## config.mk

```make
export PLATFORM = sky130hd
export DESIGN_NAME = dwns_slot_cell
export DESIGN_NICKNAME = d
export VERILOG_FILES = /design/src/rtl/core/dwns_pkg.sv /design/src/rtl/core/dwns_slot_cell.sv
export SDC_FILE = /design/constraint.sdc
export NUM_CORES = 1
export LEC_CHECK = 0
export ABC_AREA = 0
export BUFFER_PORTS_ARGS = -buffer_cell sky130_fd_sc_hd__buf_2
export CAP_MARGIN = 40
export CORE_AREA = 2 2 199 201
export DETAILED_ROUTE_END_ITERATION = 10
export DIE_AREA = 0 0 201 203
export PLACE_DENSITY_LB_ADDON = 0.08
export SLEW_MARGIN = 10
export SYNTH_ARGS = -nofsm -noshare
export SYNTH_HDL_FRONTEND = slang
export SYNTH_SLANG_ARGS = --single-unit
```

## constraint.sdc

```tcl
create_clock -name clk -period 18.7 [get_ports clk]
set_clock_uncertainty 0.2 [all_clocks]
set_input_delay 1.87 -clock clk [delete_from_list [all_inputs] [get_ports clk]]
set_output_delay 1.87 -clock clk [all_outputs]
set_load 0.005 [all_outputs]
```

## src/rtl/core/dwns_pkg.sv

```systemverilog
`timescale 1ns / 1ps
// ----------------------------------------------------------------------------
// dwns_pkg
// Shared constants, item types and a helper for the daily window slot finder.
// ----------------------------------------------------------------------------
package dwns_pkg;

	localparam int DAY_SEC     = 86400;
	localparam int MIN_PER_DAY = 1440;
	localparam int TZ_LIMIT    = 14 * 60;
	localparam int SEC_PER_MIN = 60;
	localparam int IV_RESET    = 60;

	localparam int CFG_W  = 11;
	localparam int ADDR_W = 4;
	localparam int SEC_W  = 17;
	localparam int CALC_W = 21;
	localparam int X_W    = 19;
	localparam int LIM_W  = 20;
	localparam int DELTA_W = 18;

	localparam int DAY_CELLS = 16;
	localparam int DAY_W     = 33;
	localparam logic [DAY_W-1:0] DAY_DIV = DAY_W'(DAY_SEC) << (DAY_CELLS - 1);

	localparam int SLOT_CELLS = 12;
	localparam int SLOT_W     = 29;
	localparam int LANES      = 3;

	localparam int PIPE_DEPTH = DAY_CELLS + SLOT_CELLS + 4;
	localparam int CNT_W      = $clog2(PIPE_DEPTH + 1);

	localparam logic signed [CFG_W-1:0] TZ_MAX = CFG_W'(TZ_LIMIT);
	localparam logic signed [CFG_W-1:0] TZ_MIN = -TZ_MAX;

	typedef enum logic [1:0] {
		REG_START,
		REG_END,
		REG_INTERVAL,
		REG_TZ
	} reg_idx_t;

	typedef struct packed {
		logic [31:0]      now;
		logic             neg;
		logic [DAY_W-1:0] val;
	} day_item_t;

	typedef struct packed {
		logic [31:0]                   now;
		logic [LANES-1:0][SLOT_W-1:0] val;
		logic [LANES-1:0][X_W-1:0]    x;
		logic [LANES-1:0][LIM_W-1:0]  lim;
	} slot_item_t;

	function automatic logic [SEC_W-1:0] sec_of_min(input logic [CFG_W-1:0] m);
		logic [SEC_W-1:0] w;
		w = {{(SEC_W-CFG_W){1'b0}}, m};
		return w * SEC_W'(SEC_PER_MIN);
	endfunction

endpackage

```

## src/rtl/core/dwns_slot_cell.sv

```systemverilog
`timescale 1ns / 1ps
// ----------------------------------------------------------------------------
// dwns_slot_cell
// One restoring step of the slot remainder, three window lanes side by side.
// ----------------------------------------------------------------------------
module dwns_slot_cell import dwns_pkg::*; (
	input  logic              clk,
	input  logic              arst_n,
	input  logic [SLOT_W-1:0] div,
	input  logic              up_valid,
	output logic              up_ready,
	input  slot_item_t        up_item,
	output logic              dn_valid,
	input  logic              dn_ready,
	output slot_item_t        dn_item
);

	logic       valid_q;
	slot_item_t item_q;
	slot_item_t nxt;

	always_comb begin
		logic [SLOT_W-1:0] diff;
		nxt = up_item;
		for (int i = 0; i < LANES; i++) begin
			diff = (up_item.val[i] >= div) ? up_item.val[i] - div : up_item.val[i];
			nxt.val[i] = {diff[SLOT_W-2:0], 1'b0};
		end
	end

	assign up_ready = !valid_q || dn_ready;

	always_ff @(posedge clk or negedge arst_n) begin
		if (!arst_n) begin
			valid_q <= 1'b0;
		end else if (up_ready) begin
			valid_q <= up_valid;
		end
	end

	always_ff @(posedge clk) begin
		if (up_valid && up_ready) begin
			item_q <= nxt;
		end
	end

	assign dn_valid = valid_q;
	assign dn_item  = item_q;

endmodule

```

Word-level counts from Yosys, hierarchy flattened --
Index checks and enable logic that the tools add are counted.
Storage, ports and cells: memories kept 0, logic and storage cells 23, register bits 234, bits of input ports 269, output and inout port bits 238, ROM bits 0, latch bits 0, memory bits (writable) 0
Operators by class: shift operators 0, $lt $le $gt $ge 3, add/subtract/negate cells 3, multiplexer cells 3, bitwise logic cells 0, reductions and logical operators 3, equality and inequality tests 0, divide/modulo/power cells 0, $mul 0
Operators with widths (count):
- 29-bit >= comparator | 3
- 28-bit 2-to-1 mux | 3
- 28-bit subtractor | 3
- 1-bit logical AND | 1
- 1-bit zero test | 1
- 1-bit logical OR | 1

Logic depth before layout (Yosys ltp) --
depth after elaboration 3, mapped depth 13, gate-level depth less buffers 12

Worst setup path before layout --
OpenSTA, ideal clock, no wires.
path kind input to register, start input dn_ready, end register item_q (netlist bit dn_item[0]) (enable), data arrival time 7341 ps, library setup time 624 ps, stages on the path 2, buffers on the path 0, setup slack 10536 ps, cell sequence nand2b_1 and2_1
On the way: word-level cells in the longest chain between the ends 2
Ends and longest elaborated chain:
- from (decl) | RTL line dwns_slot_cell.sv:14 | input logic dn_ready,
- 1-bit logical OR | RTL line dwns_slot_cell.sv:31 | assign up_ready = !valid_q || dn_ready;
- 1-bit logical AND | RTL line dwns_slot_cell.sv:42 | if (up_valid && up_ready) begin
- to (signal assigned) | RTL line dwns_slot_cell.sv:43 | item_q <= nxt;
- to (decl) | RTL line dwns_slot_cell.sv:19 | slot_item_t item_q;
No other way between the ends. A chain may end at the register's enable or synchronous reset.

==> results.toml <==
[synth]
synthTopCellsByArea = "edfxtp_1 (54%), ha_1 (8.5%), mux2_2 (3.5%), a21oi_1 (3.0%), xnor2_1 (2.9%)"
synthAdderAreaFrac_pct = 8.93
syn_area_um2 = 12900
synthTopCellsByCount = "edfxtp_1 (233), ha_1 (87), nand2_1 (79)"
synth_seq_area_share_pct = 54.6
muxShareOfSynthArea_pct = 5.95
syn_avg_cell_area_um2 = 12.3
synthArstFlopShare_pct = 0.427
yosys.area.top_type = "edfxtp_1"
synth_seq_cells = 234
yosys.area_share.xor_xnor_pct = 4.56
synthDominantCellAreaShare_pct = 54.4
ys_warn_count = 0
synth_top_family_by_area = "compound AO/OA/AOI/OAI gates"
synthSimpleGateAreaFrac_pct = 9.06
ys_types = 78
synth_compound_area_share_pct = 14.1
synth_most_common_cell = "edfxtp_1"
synth_cells = 1045
synth_edf_count = 233
ys_dominant_reg_cell = "edfxtp_1"

[die]
row_count = 72
dieArea_um2 = 40800
coreArea_um2 = 38500
ios = 507
die-height_um = 203
fp.dieW_um = 201
initial_utilization_pct = 33.4

[timing]
worst_pin_slew_ns = 1.06
rsz0062_at_grt = "no"
setup_tns_ns = 0
drv_slew = 0
layout_min_cycle_time_ns = 5.12
slew_headroom_pct = 29.6
min_period_over_period_pct = 27.4
setup_viol = 0
max_freq_ghz = 0.195
hold_violations = 0

[cells_and_area]
drive_gt1_share_pct = 39.8
layout.nets = 1915
syn2layout_area_growth_pct = 30.7
stdcell_area_um2 = 16800
nFillCells = 3715

[routing]
antenna_left = 0
drt_first_pass_iters = 4
wl_per_cell_um = 21.3
vias = 10394
viasPerCell = 4.95
drt_wl_total_um = 44700
drc_errors = 0
drt_iter0_drc = 629

[setup_path]
crit_arrival_ns = 5.21
reg2reg_depth = 3
path_class = "input pin to flip-flop"
cp.required_ns = 18.79
worstSetupStartpoint = "up_item[117]"
critPathMaxFanout = 7
r2r_start = "dn_valid$_DFFE_PN0N_"
cp-endpoint = "dn_item[144]$_DFFE_PP_"
worstSetupEndpointType = "flip-flop"
r2r_setup_slack_ns = 16.23
worstReg2RegEnd = "dn_item[214]$_DFFE_PP_"
cp-start-kind = "input pin"

[clock_tree]
clkTransAtPathRegs_ns = 0.06
clk_latency_ns = 0.55
ctsHoldBuffers = 0
post-cts-setup-buffers = 0
cts-htree-levels = 1
tritoncts = "done"
cts_made_buffers = 28
cts_root_buffer = "clkbuf_16"
cts_resized = 0
cts_num_sinks = 234
cts_max_path_buffers = 3

[global_route]
grtUsageTotal_pct = 21.1
grt_pass1_wl_um = 64600
antenna_found_initial = 15
overflow = 0
grt_max_degree = 161
grt_pass1_vias = 10250

[placed_design]
place_congestion = 0.927
post_dp_cell_area_um2 = 15900
port_buffers = 503
dp_hpwl_um = 36200

[power_and_ir_drop]
power_mw = 1.49
leakagePower_nw = 7.34
irDropWorstVdd_uv = 70.0
power.density_nw_per_um2 = 88.6

[run_status]
outcome = "finished, final reports clean"

[worst_hold_path]
hp-class = "flip-flop to flip-flop"

[run]
drv_cap = 0
how the worst min path moves through the flow:
stage | start | end | slack, ns | depth (start not counted)
floorplan | dn_valid$_DFFE_PN0N_ | dn_valid$_DFFE_PN0N_ | 0.34 | 2
global placement | dn_valid$_DFFE_PN0N_ | dn_valid$_DFFE_PN0N_ | 0.32 | 2
detailed placement | dn_valid$_DFFE_PN0N_ | dn_valid$_DFFE_PN0N_ | 0.34 | 2
CTS | dn_valid$_DFFE_PN0N_ | dn_valid$_DFFE_PN0N_ | 0.35 | 2
global route | dn_valid$_DFFE_PN0N_ | dn_valid$_DFFE_PN0N_ | 0.40 | 2
finish | dn_valid$_DFFE_PN0N_ | dn_valid$_DFFE_PN0N_ | 0.35 | 2
kinds of logic (layout without fill, tap and decap cells):
family,Yosys count,count (layout)
buffers and inverters,78,609
AOI/OAI and AO/OA,277,277
muxes,62,62
adders and majority gates,90,90
xor gates and xnor gates,67,67
DFF,234,234
and+or+nand+nor,236,236
other,1,6
power breakdown:
group / switching (mW) / internal, mW
logic: 0.176 / 0.145
registers: 0.00881 / 0.629
clock network: 0.220 / 0.310
cell type report:
class | count | area, um^2 | area share (%)
Sequential cell | 234 | 7020 | 41.8
Multi-Input combinational cell | 735 | 5490 | 32.7
Timing Repair Buffer | 508 | 2570 | 15.3
Clock buffer | 34 | 744 | 4.43
Tap cell | 518 | 648 | 3.86
Inverter | 49 | 184 | 1.09
Clock inverter | 18 | 144 | 0.856
Antenna cell | 3 | 7.51 | 0.0447
per-layer routing:
metal	vias up	GRT usage [%]	routed length, um
met3	58	4.00	2600
met1	4991	25.0	17700
li1	5005	-	-
met2	336	39.8	23700
met4	4	3.86	613
met5	-	0	32
state kept, by name (all words and copies together) (netlist names):
signal and count:
dn_item 233, dn_valid 1
stage by stage:
| step | setup slack [ns] | util (%) | instances | hold WS [ns] |
|---|---|---|---|---|
| global placement | 13.05 | 41.4 | 2044 | 0.315 |
| detailed placement | 13.08 | 41.4 | 2044 | 0.335 |
| CTS | 13.64 | 43.7 | 2096 | 0.351 |
| floorplan | 10.54 | - | 1047 | 0.337 |
| finish | 13.58 | 43.7 | 2099 | 0.351 |
| global route | 13.32 | 43.7 | 2099 | 0.403 |
worst max-delay path, stage by stage:
cell and delay (ns):
buf_2 0.10, inv_1 0.09, ha_1 0.17, inv_1 0.06
fa_1 0.42, a211oi_1 0.30, o21ai_1 0.17, a2111oi_0 0.81
nor2_1 0.24, a21oi_2 0.42, or4b_2 0.20, o211ai_1 0.08
mux2_2 0.27
layout by cell type (no fill, tap or decap), drive strengths merged, types with 4 or more instances in the layout:
cell type,Yosys,layout
buf,13,508
edfxtp,233,233
ha,87,87
nand2,79,79
a21oi,78,78
o21ai,67,67
mux2,59,59
inv,49,50
nor2,47,47
a21o,44,44
xnor2,43,43
clkbuf,16,34
xor2,24,24
nand3,21,21
nor3,18,18
nand4,13,13
clkinv,0,12
and3,11,11
o21a,11,11
a31oi,10,10
o31ai,10,10
nand3b,9,9
o21bai,8,8
nor2b,8,8
a211oi,8,8
nand2b,6,6
a2111oi,5,5
and2,4,4
o211ai,4,4
Power figures use the tool's default switching activity.
