$ cat config.mk
export PLATFORM = sky130hd
export DESIGN_NAME = dwns_day_cell
export DESIGN_NICKNAME = d
export VERILOG_FILES = /design/src/rtl/core/dwns_pkg.sv /design/src/rtl/core/dwns_day_cell.sv
export SDC_FILE = /design/constraint.sdc
export NUM_CORES = 1
export LEC_CHECK = 0
export ABC_AREA = 1
export BUFFER_PORTS_ARGS = -buffer_cell sky130_fd_sc_hd__buf_2
export CAP_MARGIN = 10
export CORE_MARGIN = 4
export CORE_UTILIZATION = 48
export DETAILED_ROUTE_END_ITERATION = 12
export PLACE_DENSITY = 0.85
export SYNTH_ARGS = -nofsm -noshare
export SYNTH_HDL_FRONTEND = slang
export SYNTH_SLANG_ARGS = --single-unit
$ cat constraint.sdc
create_clock -name clk -period 7.2 [get_ports clk]
set_input_delay 0.36 -clock clk [delete_from_list [all_inputs] [get_ports clk]]
set_output_delay 0.36 -clock clk [all_outputs]
set_load 0.005 [all_outputs]
$ cat src/rtl/core/dwns_pkg.sv
`timescale 1ns / 1ps
// ----------------------------------------------------------------------------
// dwns_pkg
// Shared constants, item types and a helper for the daily window slot finder.
// ----------------------------------------------------------------------------
package dwns_pkg;

	localparam int DAY_SEC     = 86400;
	localparam int MIN_PER_DAY = 1440;
	localparam int TZ_LIMIT    = 14 * 60;
	localparam int SEC_PER_MIN = 60;
	localparam int IV_RESET    = 60;

	localparam int CFG_W  = 11;
	localparam int ADDR_W = 4;
	localparam int SEC_W  = 17;
	localparam int CALC_W = 21;
	localparam int X_W    = 19;
	localparam int LIM_W  = 20;
	localparam int DELTA_W = 18;

	localparam int DAY_CELLS = 16;
	localparam int DAY_W     = 33;
	localparam logic [DAY_W-1:0] DAY_DIV = DAY_W'(DAY_SEC) << (DAY_CELLS - 1);

	localparam int SLOT_CELLS = 12;
	localparam int SLOT_W     = 29;
	localparam int LANES      = 3;

	localparam int PIPE_DEPTH = DAY_CELLS + SLOT_CELLS + 4;
	localparam int CNT_W      = $clog2(PIPE_DEPTH + 1);

	localparam logic signed [CFG_W-1:0] TZ_MAX = CFG_W'(TZ_LIMIT);
	localparam logic signed [CFG_W-1:0] TZ_MIN = -TZ_MAX;

	typedef enum logic [1:0] {
		REG_START,
		REG_END,
		REG_INTERVAL,
		REG_TZ
	} reg_idx_t;

	typedef struct packed {
		logic [31:0]      now;
		logic             neg;
		logic [DAY_W-1:0] val;
	} day_item_t;

	typedef struct packed {
		logic [31:0]                   now;
		logic [LANES-1:0][SLOT_W-1:0] val;
		logic [LANES-1:0][X_W-1:0]    x;
		logic [LANES-1:0][LIM_W-1:0]  lim;
	} slot_item_t;

	function automatic logic [SEC_W-1:0] sec_of_min(input logic [CFG_W-1:0] m);
		logic [SEC_W-1:0] w;
		w = {{(SEC_W-CFG_W){1'b0}}, m};
		return w * SEC_W'(SEC_PER_MIN);
	endfunction

endpackage

$ cat src/rtl/core/dwns_day_cell.sv
`timescale 1ns / 1ps
// ----------------------------------------------------------------------------
// dwns_day_cell
// One restoring step of the seconds-of-day remainder: compare, subtract, shift.
// ----------------------------------------------------------------------------
module dwns_day_cell import dwns_pkg::*; (
	input  logic      clk,
	input  logic      arst_n,
	input  logic      up_valid,
	output logic      up_ready,
	input  day_item_t up_item,
	output logic      dn_valid,
	input  logic      dn_ready,
	output day_item_t dn_item
);

	logic             valid_q;
	day_item_t        item_q;
	day_item_t        nxt;
	logic [DAY_W-1:0] diff;

	always_comb begin
		nxt = up_item;
		diff = (up_item.val >= DAY_DIV) ? up_item.val - DAY_DIV : up_item.val;
		nxt.val = {diff[DAY_W-2:0], 1'b0};
	end

	assign up_ready = !valid_q || dn_ready;

	always_ff @(posedge clk or negedge arst_n) begin
		if (!arst_n) begin
			valid_q <= 1'b0;
		end else if (up_ready) begin
			valid_q <= up_valid;
		end
	end

	always_ff @(posedge clk) begin
		if (up_valid && up_ready) begin
			item_q <= nxt;
		end
	end

	assign dn_valid = valid_q;
	assign dn_item  = item_q;

endmodule

After elaboration in Yosys (flattened, before gate mapping):

Cells that the tools add are included.
Widths: inputs -> output; s select.

* input bits: 70
* output and inout bits: 68
* bits in registers: 66
* word-level logic and storage cells: 10

* $lt $le $gt $ge: 1
* add/sub/neg operators: 1
* multiplexer cells: 1
* reduce and logical (&&, ||, !) cells: 3

Operator list (number)
* $ge 33x32->1 const B: 1
* $mux 32: 1
* $sub 32x32->32 const B: 1
* $logic_and 1x1->1: 1
* $logic_not 1->1: 1
* $logic_or 1x1->1: 1

Logic depth before layout (Yosys ltp):

Gate-level depths: netlist of run 1.

* depth after elaboration: 3
* mapped depth: 10
* gate-level depth less buffers: 10

Worst setup path before layout of run 1:

Ideal clock, no wire load.

* kind: register to register
* from: register valid_q, in the netlist dn_valid
* to: register item_q, in the netlist dn_item[10] (enable)
* setup time: 0.509 ns
* slack: 3.105 ns
* stages on the path, launching flop included: 2
* clock period less this slack: 4.095 ns
* data arrival time: 3.586 ns
* buffers on the path: 0
* data required time: 6.691 ns
* cells stage by stage: dfrtp_1 a21oi_1

* cells in the longest elaborated chain, start to end: 3

Ends and longest elaborated chain
* start, declared: line dwns_day_cell.sv:17 `logic valid_q;`
* start signal, assigned: line dwns_day_cell.sv:34 `valid_q <= up_valid;`
* $logic_not 1->1: line dwns_day_cell.sv:28 `assign up_ready = !valid_q || dn_ready;`
* $logic_or 1x1->1: line dwns_day_cell.sv:28
* $logic_and 1x1->1: line dwns_day_cell.sv:39 `if (up_valid && up_ready) begin`
* end signal, assigned: line dwns_day_cell.sv:40 `item_q <= nxt;`
* end, declared: line dwns_day_cell.sv:18 `day_item_t item_q;`

Every way passes these cells.
A chain may end at the register's enable or synchronous reset.

Final worst setup path of run 1:

* from: register valid_q, in the netlist dn_valid
* to: register item_q, in the netlist dn_item[44] (enable)

Same word-level chain as after synthesis.

==> run summary, run 1 <==
Post-detailed-route wirelength per cell = 14.9 um
H-tree level count = 3
Final Hold Viols = 0
Largest net degree at the start of global routing = 35
Net Sw Frac = 0.200
CTS tree = built
Post-CTS Setup Bufs = 0
Max-cap viol count = 0
Nets = 411
# fillers = 365
Crit end category = flop
Final ANT Viol Nets = 0
Hold path depth = 1
Met2 routed WL = 3370 um
Status = completed
Fmax = 0.476 GHz
DR vias/cell = 4.67
Ant diodes = 0
Minimum clock period = 2.10 ns
Residual DRC = 0
Sequential Power Share = 0.505
DR pass1 iterations = 4
Highest Signal Layer = met4
Placer's final routability congestion estimate = 0.811
Netlist cell types = 21
Worst-case vdd ir drop = 0.122 mV
Syn avg cell area = 13.2 um2
CTS Buffer Depth = 2
I/O Buffers = 136
Layout overhead on the synthesized area = 39.5%
Internal = 722 uW
Actual slew at the worst max-slew pin = 0.995 ns
Register bit total from synthesis = 66
Core ar. = 5140 um2
Vias in the first global route = 1774
Fin Setup TNS = 0 ns
CTS root buffer = clkbuf_8
Comb pwr share = 0.094
Placed cell count = 398
CP startpoint kind = flop
Net Sw Power = 180 uW
RSZ-0062 raised after global routing = false
Netlist Area Pre-Place = 2570 um2
Routed met1 length = 2030 um
Initial DRC count = 106
Global-route wire length before repair = 8970 um
FF-to-FF Start = dn_valid
Vias = 1938
HPWL after detailed placement = 4920 um
Layout cell share with drive strength beyond 1 = 0.455
Chip Height = 81.1 um
Worst-Skew Late Latency = 0.32 ns
Initial Utilization = 0.499
Slew Viols, Final = 0
Design area = 3580 um2
Clock Power Share = 0.401
Hold Path End = dn_item[58]
Setup-failing EPs final = 0
WP data required = 7.18 ns
Hold Path Class = primary input to flop
PD cells = 252 nW/um2
Worst R2R End = dn_item[44]
DP Area = 3320 um2
Post-Syn Instances = 195
Overall routed net length = 6180 um
Sequential fraction of the synthesis area = 0.770
CP Max Fanout = 34
YS warnings = 0
TritonCTS Sinks = 66
Slew HR = 0.335
Tot GR Track Use = 0.191
Initial antenna violation count = 0
Grt ovf = 0
Leak pwr = 0.00168 uW
Fin crit share = 0.292
Clock transition at path regs = 0.07 ns
Hold Crit Start = up_item[58]
CTS Buf Count = 9
CP arrival = 2.08 ns
Detail Route met3 WL = 684 um
Die ar. = 6580 um2
Setup Skew = 0.00715 ns
Hold-fix buffers at CTS = 1
Die Width = 81.1 um
Row Count = 26
Final core utilization = 0.697
Post-Syn Nets = 266
Resized Gates After CTS = 0
Crit Path Category = flop to flop
Worst Reg-to-Reg Cells = 2
Final cell count without fillers = 415
R2R Setup Slk = 5.10 ns
IO Count = 138
## cells in the final DEF, fill, tap and decap left out, drive strengths merged, types with 2 or more instances in the layout
cell type,n
a21oi,3
buf,137
bufinv,2
clkbuf,13
edfxtp,65
inv,27
nand2,54
nand3,5
nand4,11
nor2,14
xnor2,2
xor2,4
## sequential cells by signal (all words and copies together), names as in the netlist
name      count
dn_item      65
dn_valid      1
## power groups by stage
stage / Clock [uW] / Sequential, uW / Combinational, uW
finish: 362 / 456 / 84.4
global route: 394 / 457 / 94.9
CTS: 367 / 456 / 85.7
detailed placement: 0 / 464 / 84.5
global placement: 0 / 463 / 81.0
floorplan: 0 / 470 / 29.1
## critical path, stage by stage, from the launching register on
cell	delay, ns
dfrtp_1	0.43
a21oi_4	0.80
buf_4	0.51
## how the worst max path moves through the flow
stage	slack, ns	endpoint	start	cells past startpoint
global placement	5.07	dn_item[59]	dn_ready	4
floorplan	3.10	dn_item[10]	dn_valid	1
finish	5.10	dn_item[44]	dn_valid	2
global route	4.96	dn_item[55]	dn_valid	2
detailed placement	5.01	dn_item[43]	dn_ready	4
CTS	5.08	dn_item[64]	dn_valid	2
## layer usage
metal,up-vias,track usage
li1,945,-
met1,889,0.186
met2,92,0.354
met3,12,0.0854
met4,0,0.0659
met5,-,0
## synth_stat cells, drive strengths merged
library cell / n / area [um2]
ha: 1 / 12.5
a21oi: 3 / 15.0
dfrtp: 1 / 25.0
xor2: 4 / 35.0
or2: 1 / 6.26
and2: 1 / 6.26
inv: 27 / 101
nand4: 11 / 68.8
nor3: 1 / 5.00
conb: 1 / 3.75
edfxtp: 65 / 1950
nand2: 54 / 203
nor2: 14 / 55.1
buf: 2 / 18.8
clkbuf: 2 / 11.3
xnor2: 2 / 17.5
nand3: 5 / 30.0
## cell families (layout without fill, tap and decap cells)
| group | Yosys count | in the layout | share of synthesized area |
|---|---|---|---|
| xor gates and xnor gates | 6 | 6 | 0.0205 |
| other | 1 | 1 | 0.00146 |
| and+or+nand+nor | 87 | 87 | 0.146 |
| DFF | 66 | 66 | 0.770 |
| AOI/OAI and AO/OA | 3 | 3 | 0.00585 |
| adders and majority gates | 1 | 1 | 0.00487 |
| buffers and inverters | 31 | 181 | 0.0512 |
## stage by stage
stage | hold slack, ns | total power, uW | setup slack [ns]
after detailed placement | 0.144 | 549 | 5.01
after global routing | 0.176 | 945 | 4.96
after global placement | 0.136 | 544 | 5.07
after floorplan | 0.0644 | 499 | 3.10
after CTS | 0.197 | 909 | 5.08
final | 0.211 | 902 | 5.10
## cell type report
cell class / instances / area (um2) / share of cell area
Clock buffer: 13 / 179 / 0.0500
Timing Repair Buffer: 138 / 698 / 0.195
Clock inverter: 3 / 68.8 / 0.0192
Multi-Input combinational cell: 98 / 469 / 0.131
Tap cell: 70 / 87.6 / 0.0245
Sequential cell: 66 / 1980 / 0.552
Inverter: 27 / 101 / 0.0283
(Power assumes the default switching activity.)
==> run 2, diff against run 1 <==
CORE_UTILIZATION = 40   (was 48)
PLACE_DENSITY = 0.76   (was 0.85)
clock period = 1.75 ns   (was 7.2 ns; I/O delays follow)
==> run 2 against run 1 <==
  * Worst setup slack lost 4.9 ns
  * Cell count is 16% higher
  * Critical path depth grew 9
  * Clock power grew to 3.8 times the previous value
  * Routed wire length rose by 22%
  * Critical endpoint is now dn_item[23]
  * Non-clock buffer count grew 60
  * Sequential share of layout area fell by 7.8 points
  * Register-to-register slack lost 4.6 ns
  * Largest power group unchanged
==> run summary, run 2 (synthesized netlist as in run 1, its figures left out) <==
Minimum clock period = 1.53 ns
Net Sw Power = 820 uW (+360%)
Final ANT Viol Nets = 0 (unchanged)
Initial antenna violation count = 0 (unchanged)
Ant diodes = 0 (unchanged)
Internal = 2900 uW (+300%)
Sequential Power Share = 0.505 (about the same)
Overall routed net length = 7520 um (+22%)
Layout overhead on the synthesized area = 62.6%
Chip Height = 88.1 um (+8.6%)
CTS Buf Count = 9 (unchanged)
CP Max Fanout = 9 (-74%)
Placed cell count = 407 (+2.3%)
Placer's final routability congestion estimate = 0.887 (+9.5%)
Core ar. = 6060 um2 (+18%)
Die ar. = 7760 um2 (+18%)
FF-to-FF Start = dn_valid
CP startpoint kind = primary input
Net Sw Frac = 0.220 (+0.0206)
Nets = 471 (+15%)
Largest register FFs = 65 (unchanged)
DR vias/cell = 4.62 (-1.1%)
TritonCTS Sinks = 66 (unchanged)
HPWL after detailed placement = 4970 um (+0.92%)
Commonest non-fill, non-tap cells in the layout = 136 x buf_2, 65 x edfxtp_1, 57 x dlygate4sd3_1
Comb pwr share = 0.126 (+0.032)
Post-detailed-route wirelength per cell = 15.7 um (+5.1%)
Clock transition at path regs = 0.07 ns (about the same)
Worst-case vdd ir drop = 0.554 mV (+350%)
R2R Setup Slk = 0.54 ns (-4.56 ns)
I/O Buffers = 136 (unchanged)
Hold Path Class = primary input to async pin
Leak pwr = 0.00192 uW (+14%)
Worst Reg-to-Reg Cells = 2 (unchanged)
Design area = 4170 um2 (+17%)
Clock Power Share = 0.369 (-0.032)
Row Count = 28 (+7.7%)
Commonest non-fill, non-tap cell in the layout = buf_2
Vias = 2218 (+14%)
Tot GR Track Use = 0.194 (+0.00324)
Final Hold Viols = 0 (unchanged)
DP Area = 3380 um2 (+1.8%)
Setup Skew = 0.00564 ns (-0.00151 ns)
Initial DRC count = 119 (+12%)
Worst R2R End = dn_item[46]
CTS root buffer = clkbuf_8
H-tree level count = 3 (unchanged)
DR pass1 iterations = 4 (unchanged)
Die Width = 88.1 um (+8.6%)
Status = completed
Fmax = 0.656 GHz
Initial Utilization = 0.423 (-0.0759)
IO Count = 138 (unchanged)
Crit end category = flop
CTS tree = built
Final cell count without fillers = 480 (+16%)
Largest net degree at the start of global routing = 34 (-2.9%)
Vias in the first global route = 2264 (+28%)
Worst-Skew Late Latency = 0.32 ns (about the same)
Fin crit share = 0.872
Slew Viols, Final = 0 (unchanged)
Setup-failing EPs final = 0 (unchanged)
Crit Path Category = primary input to flop
Residual DRC = 0 (unchanged)
PD cells = 891 nW/um2 (+250%)
WP data required = 1.82 ns (-5.36 ns)
RSZ-0062 raised after global routing = false
Layout cell share with drive strength beyond 1 = 0.395 (-0.0600)
Grt ovf = 0 (unchanged)
CP arrival = 1.59 ns (-0.49 ns)
CTS Buffer Depth = 2 (unchanged)
Global-route wire length before repair = 11200 um (+25%)
Max-cap viol count = 0 (unchanged)
## run 2: cell types whose count changed in the layout (fill, tap and decap cells not counted)
cell,previous run,this run
clkinvlp_4,0,1
clkinv_2,0,1
clkbuf_8,13,9
buf_12,0,2
clkinv_1,0,1
clkinv_4,1,2
dlygate4sd3_1,1,57
buf_4,1,3
## run 2: per-stage QoR
| step | util | hold slack (ns) | setup slack [ns] | power [uW] | setup TNS (ns) |
|---|---|---|---|---|---|
| final | 0.688 | 0.0610 | 0.225 | 3720 | 0 |
| after global routing | 0.688 | 0.0521 | 0.107 | 3880 | 0 |
| after CTS | 0.688 | 0.0550 | 0.265 | 3740 | 0 |
| after detailed placement | 0.558 | -0.134 | 0.332 | 2270 | 0 |
| after global placement | 0.558 | -0.137 | 0.391 | 2260 | 0 |
| after floorplan | - | -0.208 | -0.205 | 2050 | -13.32 |
## run 2: what timing repair did
action,CTS,global route
hold buffers,57,0
setup buffers,0,0
endpoints found under the hold margin,57,0
resized for setup,0,0
## run 2: area by class of cell
class | instances | area, um2
Fill cell | 418 | 1890
Sequential cell | 66 | 1980
Timing Repair Buffer | 198 | 1310
Tap cell | 75 | 93.8
Multi-Input combinational cell | 98 | 469
Clock buffer | 9 | 124
Inverter | 27 | 101
Clock inverter | 7 | 93.8
## run 2: critical path, stage by stage
cell and delay [ns]:
dlygate4sd3_1 0.56, buf_2 0.14, inv_1 0.05, nand2_1 0.04
nor2_1 0.13, nand2_1 0.07, nor2_1 0.09, nand2_1 0.10
buf_4 0.19, nand4_1 0.07, nand2_1 0.07
## run 2: power by group through the flow
stage / Sequential [uW] / Clock [uW] / Combinational, uW
2_1_floorplan: 1930 / 0 / 122
3_3_place_gp: 1910 / 0 / 352
3_5_place_dp: 1910 / 0 / 365
4_1_cts: 1880 / 1400 / 468
5_1_grt: 1880 / 1480 / 519
6_report: 1880 / 1370 / 470
## run 2: per-layer routing
layer | GRT usage | share of wire | routed length (um)
met3 | 0.0574 | 0.093 | 702
met4 | 0.0646 | 0.013 | 99
met5 | 0 | 0 | 0
met2 | 0.362 | 0.52 | 3920
met1 | 0.209 | 0.37 | 2800
## run 2: how the worst max path moves through the flow
stage / cells past startpoint / endpoint / start
5_1_grt: 11 / dn_item[23] / up_item[4]
2_1_floorplan: 1 / dn_item[10] / dn_valid
4_1_cts: 11 / dn_item[32] / up_item[2]
3_5_place_dp: 10 / dn_item[32] / up_item[22]
6_report: 11 / dn_item[23] / up_item[1]
3_3_place_gp: 10 / dn_item[31] / up_item[22]
==> run 3, diff against run 2 <==
HOLD_SLACK_MARGIN = 0.12   (was unset)
==> run 3 against run 2 <==
  * Critical path depth unchanged
  * Clock power hardly changed
  * Non-clock buffer count grew 5
  * Clock skew is 0.00059 ns higher
  * Count of clock-buffer cells in the layout is the same
  * Combinational power up 3%
  * Cell count up 1.0%
  * Worst hold slack better by 0.091 ns
  * Critical path type unchanged
  * First-iteration DRC count fell by 22%
  * Power grew 0.46%
  * Maximum frequency down 7.2%
==> run summary, run 3 (synthesized netlist as in run 1, its figures left out) <==
CP Max Fanout = 9 (unchanged)
Max incr delay on CP = 0.54 ns (-0.02 ns)
IO Count = 138 (unchanged)
CTS tree = built
HPWL after detailed placement = 4970 um (unchanged)
FF-to-FF Start = dn_valid
Minimum clock period = 1.64 ns (+0.118 ns)
Worst Reg-to-Reg Cells = 3 (+1)
Cells along the critical path = dlygate4sd3_1, buf_2, ha_2, nand2_1, nor2_1, nand2_1, nor2_1, nand2_2, buf_4, nand4_1, nand2_1
R2R Setup Slk = 0.52 ns (-0.02 ns)
Overall routed net length = 7500 um (-0.17%)
Crit end category = flop
RSZ-0062 raised after global routing = false
Slew Viols, Final = 0 (unchanged)
Leak pwr = 0.00194 uW (+1.1%)
Worst R2R End = dn_valid
DR pass1 iterations = 4 (unchanged)
CTS Buffer Depth = 2 (unchanged)
Status = completed
Layout overhead on the synthesized area = 65.0%
CTS Buf Count = 9 (unchanged)
H-tree level count = 3 (unchanged)
Post-CTS Setup Bufs = 0 (unchanged)
Initial DRC count = 93 (-22%)
Initial Utilization = 0.423 (unchanged)
Core ar. = 6060 um2 (unchanged)
Hold Path Class = primary input to flop
Largest register FFs = 65 (unchanged)
Die Width = 88.1 um (unchanged)
Worst-Skew Late Latency = 0.33 ns (about the same)
Hold path depth = 3
Placer's final routability congestion estimate = 0.887 (unchanged)
Setup-failing EPs final = 0 (unchanged)
TritonCTS Sinks = 66 (unchanged)
Fin Setup TNS = 0 ns (unchanged)
Max-cap viol count = 0 (unchanged)
Post-detailed-route wirelength per cell = 15.5 um (-1.2%)
CTS root buffer = clkbuf_8
Slowest cell on the critical path = dlygate4sd3_1
Crit Path Category = primary input to flop
Tot GR Track Use = 0.192 (-0.00182)
Most frequent CP cell = nand2_1
Vias = 2241 (+1.0%)
Grt ovf = 0 (unchanged)
Clock transition at path regs = 0.06 ns (about the same)
Global-route wire length before repair = 11200 um (about the same)
Crit path from = up_item[23]
Nets = 476 (+1.1%)
WP data required = 1.82 ns (about the same)
CP arrival = 1.72 ns (+0.13 ns)
Residual DRC = 0 (unchanged)
Ant diodes = 0 (unchanged)
Vias in the first global route = 2317 (+2.3%)
CP top delay family = buffers and inverters
CP startpoint kind = primary input
Hold Path End = dn_item[23]
Final ANT Viol Nets = 0 (unchanged)
Fmax = 0.608 GHz (-7.2%)
Chip Height = 88.1 um (unchanged)
Hold Crit Start = up_item[22]
PD cells = 882 nW/um2 (-1.0%)
I/O Buffers = 136 (unchanged)
DR vias/cell = 4.62 (about the same)
Row Count = 28 (unchanged)
Layout cell share with drive strength beyond 1 = 0.395 (about the same)
Initial antenna violation count = 0 (unchanged)
Setup Skew = 0.00623 ns (+0.000589 ns)
Commonest non-fill, non-tap cells in the layout = 136 x buf_2, 65 x edfxtp_1, 62 x dlygate4sd3_1
Final Hold Viols = 0 (unchanged)
Largest net degree at the start of global routing = 34 (unchanged)
Worst path buffer plus inverter count = 3 (-1)
Hold slack = 0.152 ns (+0.0906 ns)
Fin crit share = 0.939 (+0.0676)
Commonest non-fill, non-tap cell in the layout = buf_2
Power consumption = 3740 uW (+0.46%)
Die ar. = 7760 um2 (unchanged)
Worst-case vdd ir drop = 0.554 mV (about the same)
## run 3: changes by cell type in the layout (fill, tap and decap cells not counted), sizes merged
cell	previous run	this run
dlygate4sd3	57	62
## run 3: worst max path at each step
stage	endpoint	slack [ns]	depth (start not counted)
2_1_floorplan	dn_item[10]	-0.20	1
3_3_place_gp	dn_item[31]	0.39	10
3_5_place_dp	dn_item[32]	0.33	10
4_1_cts	dn_item[32]	0.13	11
5_1_grt	dn_item[30]	0.01	11
6_report	dn_item[24]	0.11	11
## run 3: tightest hold or removal path, delay by kind of cell
| family | cells | cell delay, ns |
|---|---|---|
| buf+inv | 1 | 0.12 |
| simple gates | 2 | 0.16 |
## run 3: power breakdown
group	leakage, uW	total, uW	switching, uW	internal, uW
sequential	0.000631	1880	25.7	1850
clock	0.000107	1380	578	799
combinational	0.00120	482	224	258
## run 3: per-layer routing
layer | routed length [um] | vias up | part of all wire | track usage
met5 | 0 | - | 0 | 0
met4 | 129 | 0 | 0.017 | 0.0714
met3 | 769 | 12 | 0.10 | 0.0602
met2 | 3870 | 116 | 0.52 | 0.355
met1 | 2730 | 1035 | 0.36 | 0.205
li1 | - | 1078 | - | -
## run 3: repair_timing
| action | 4_1_cts | 5_1_grt |
|---|---|---|
| resized for setup | 0 | 3 |
| hold buffers | 62 | 0 |
| endpoints found under the setup margin | 0 | 9 |
| endpoints found under the hold margin | 60 | 0 |
## run 3: per-stage QoR
stage | setup slack, ns | utilization | cells | instance area [um2]
after CTS | 0.128 | 0.697 | 485 | 4220
after detailed placement | 0.332 | 0.558 | 407 | 3380
after global placement | 0.391 | 0.558 | 407 | 3380
final | 0.107 | 0.699 | 485 | 4240
after floorplan | -0.205 | - | 195 | 2580
after global routing | 0.0128 | 0.699 | 485 | 4240
## run 3: layout make-up
class / count / area, um2
clock buffer: 9 / 124
clock inverter: 7 / 93.8
fill: 402 / 1830
inverter: 27 / 101
multi-input combinational: 98 / 482
sequential: 66 / 1980
tap: 75 / 93.8
timing repair buffer: 203 / 1360
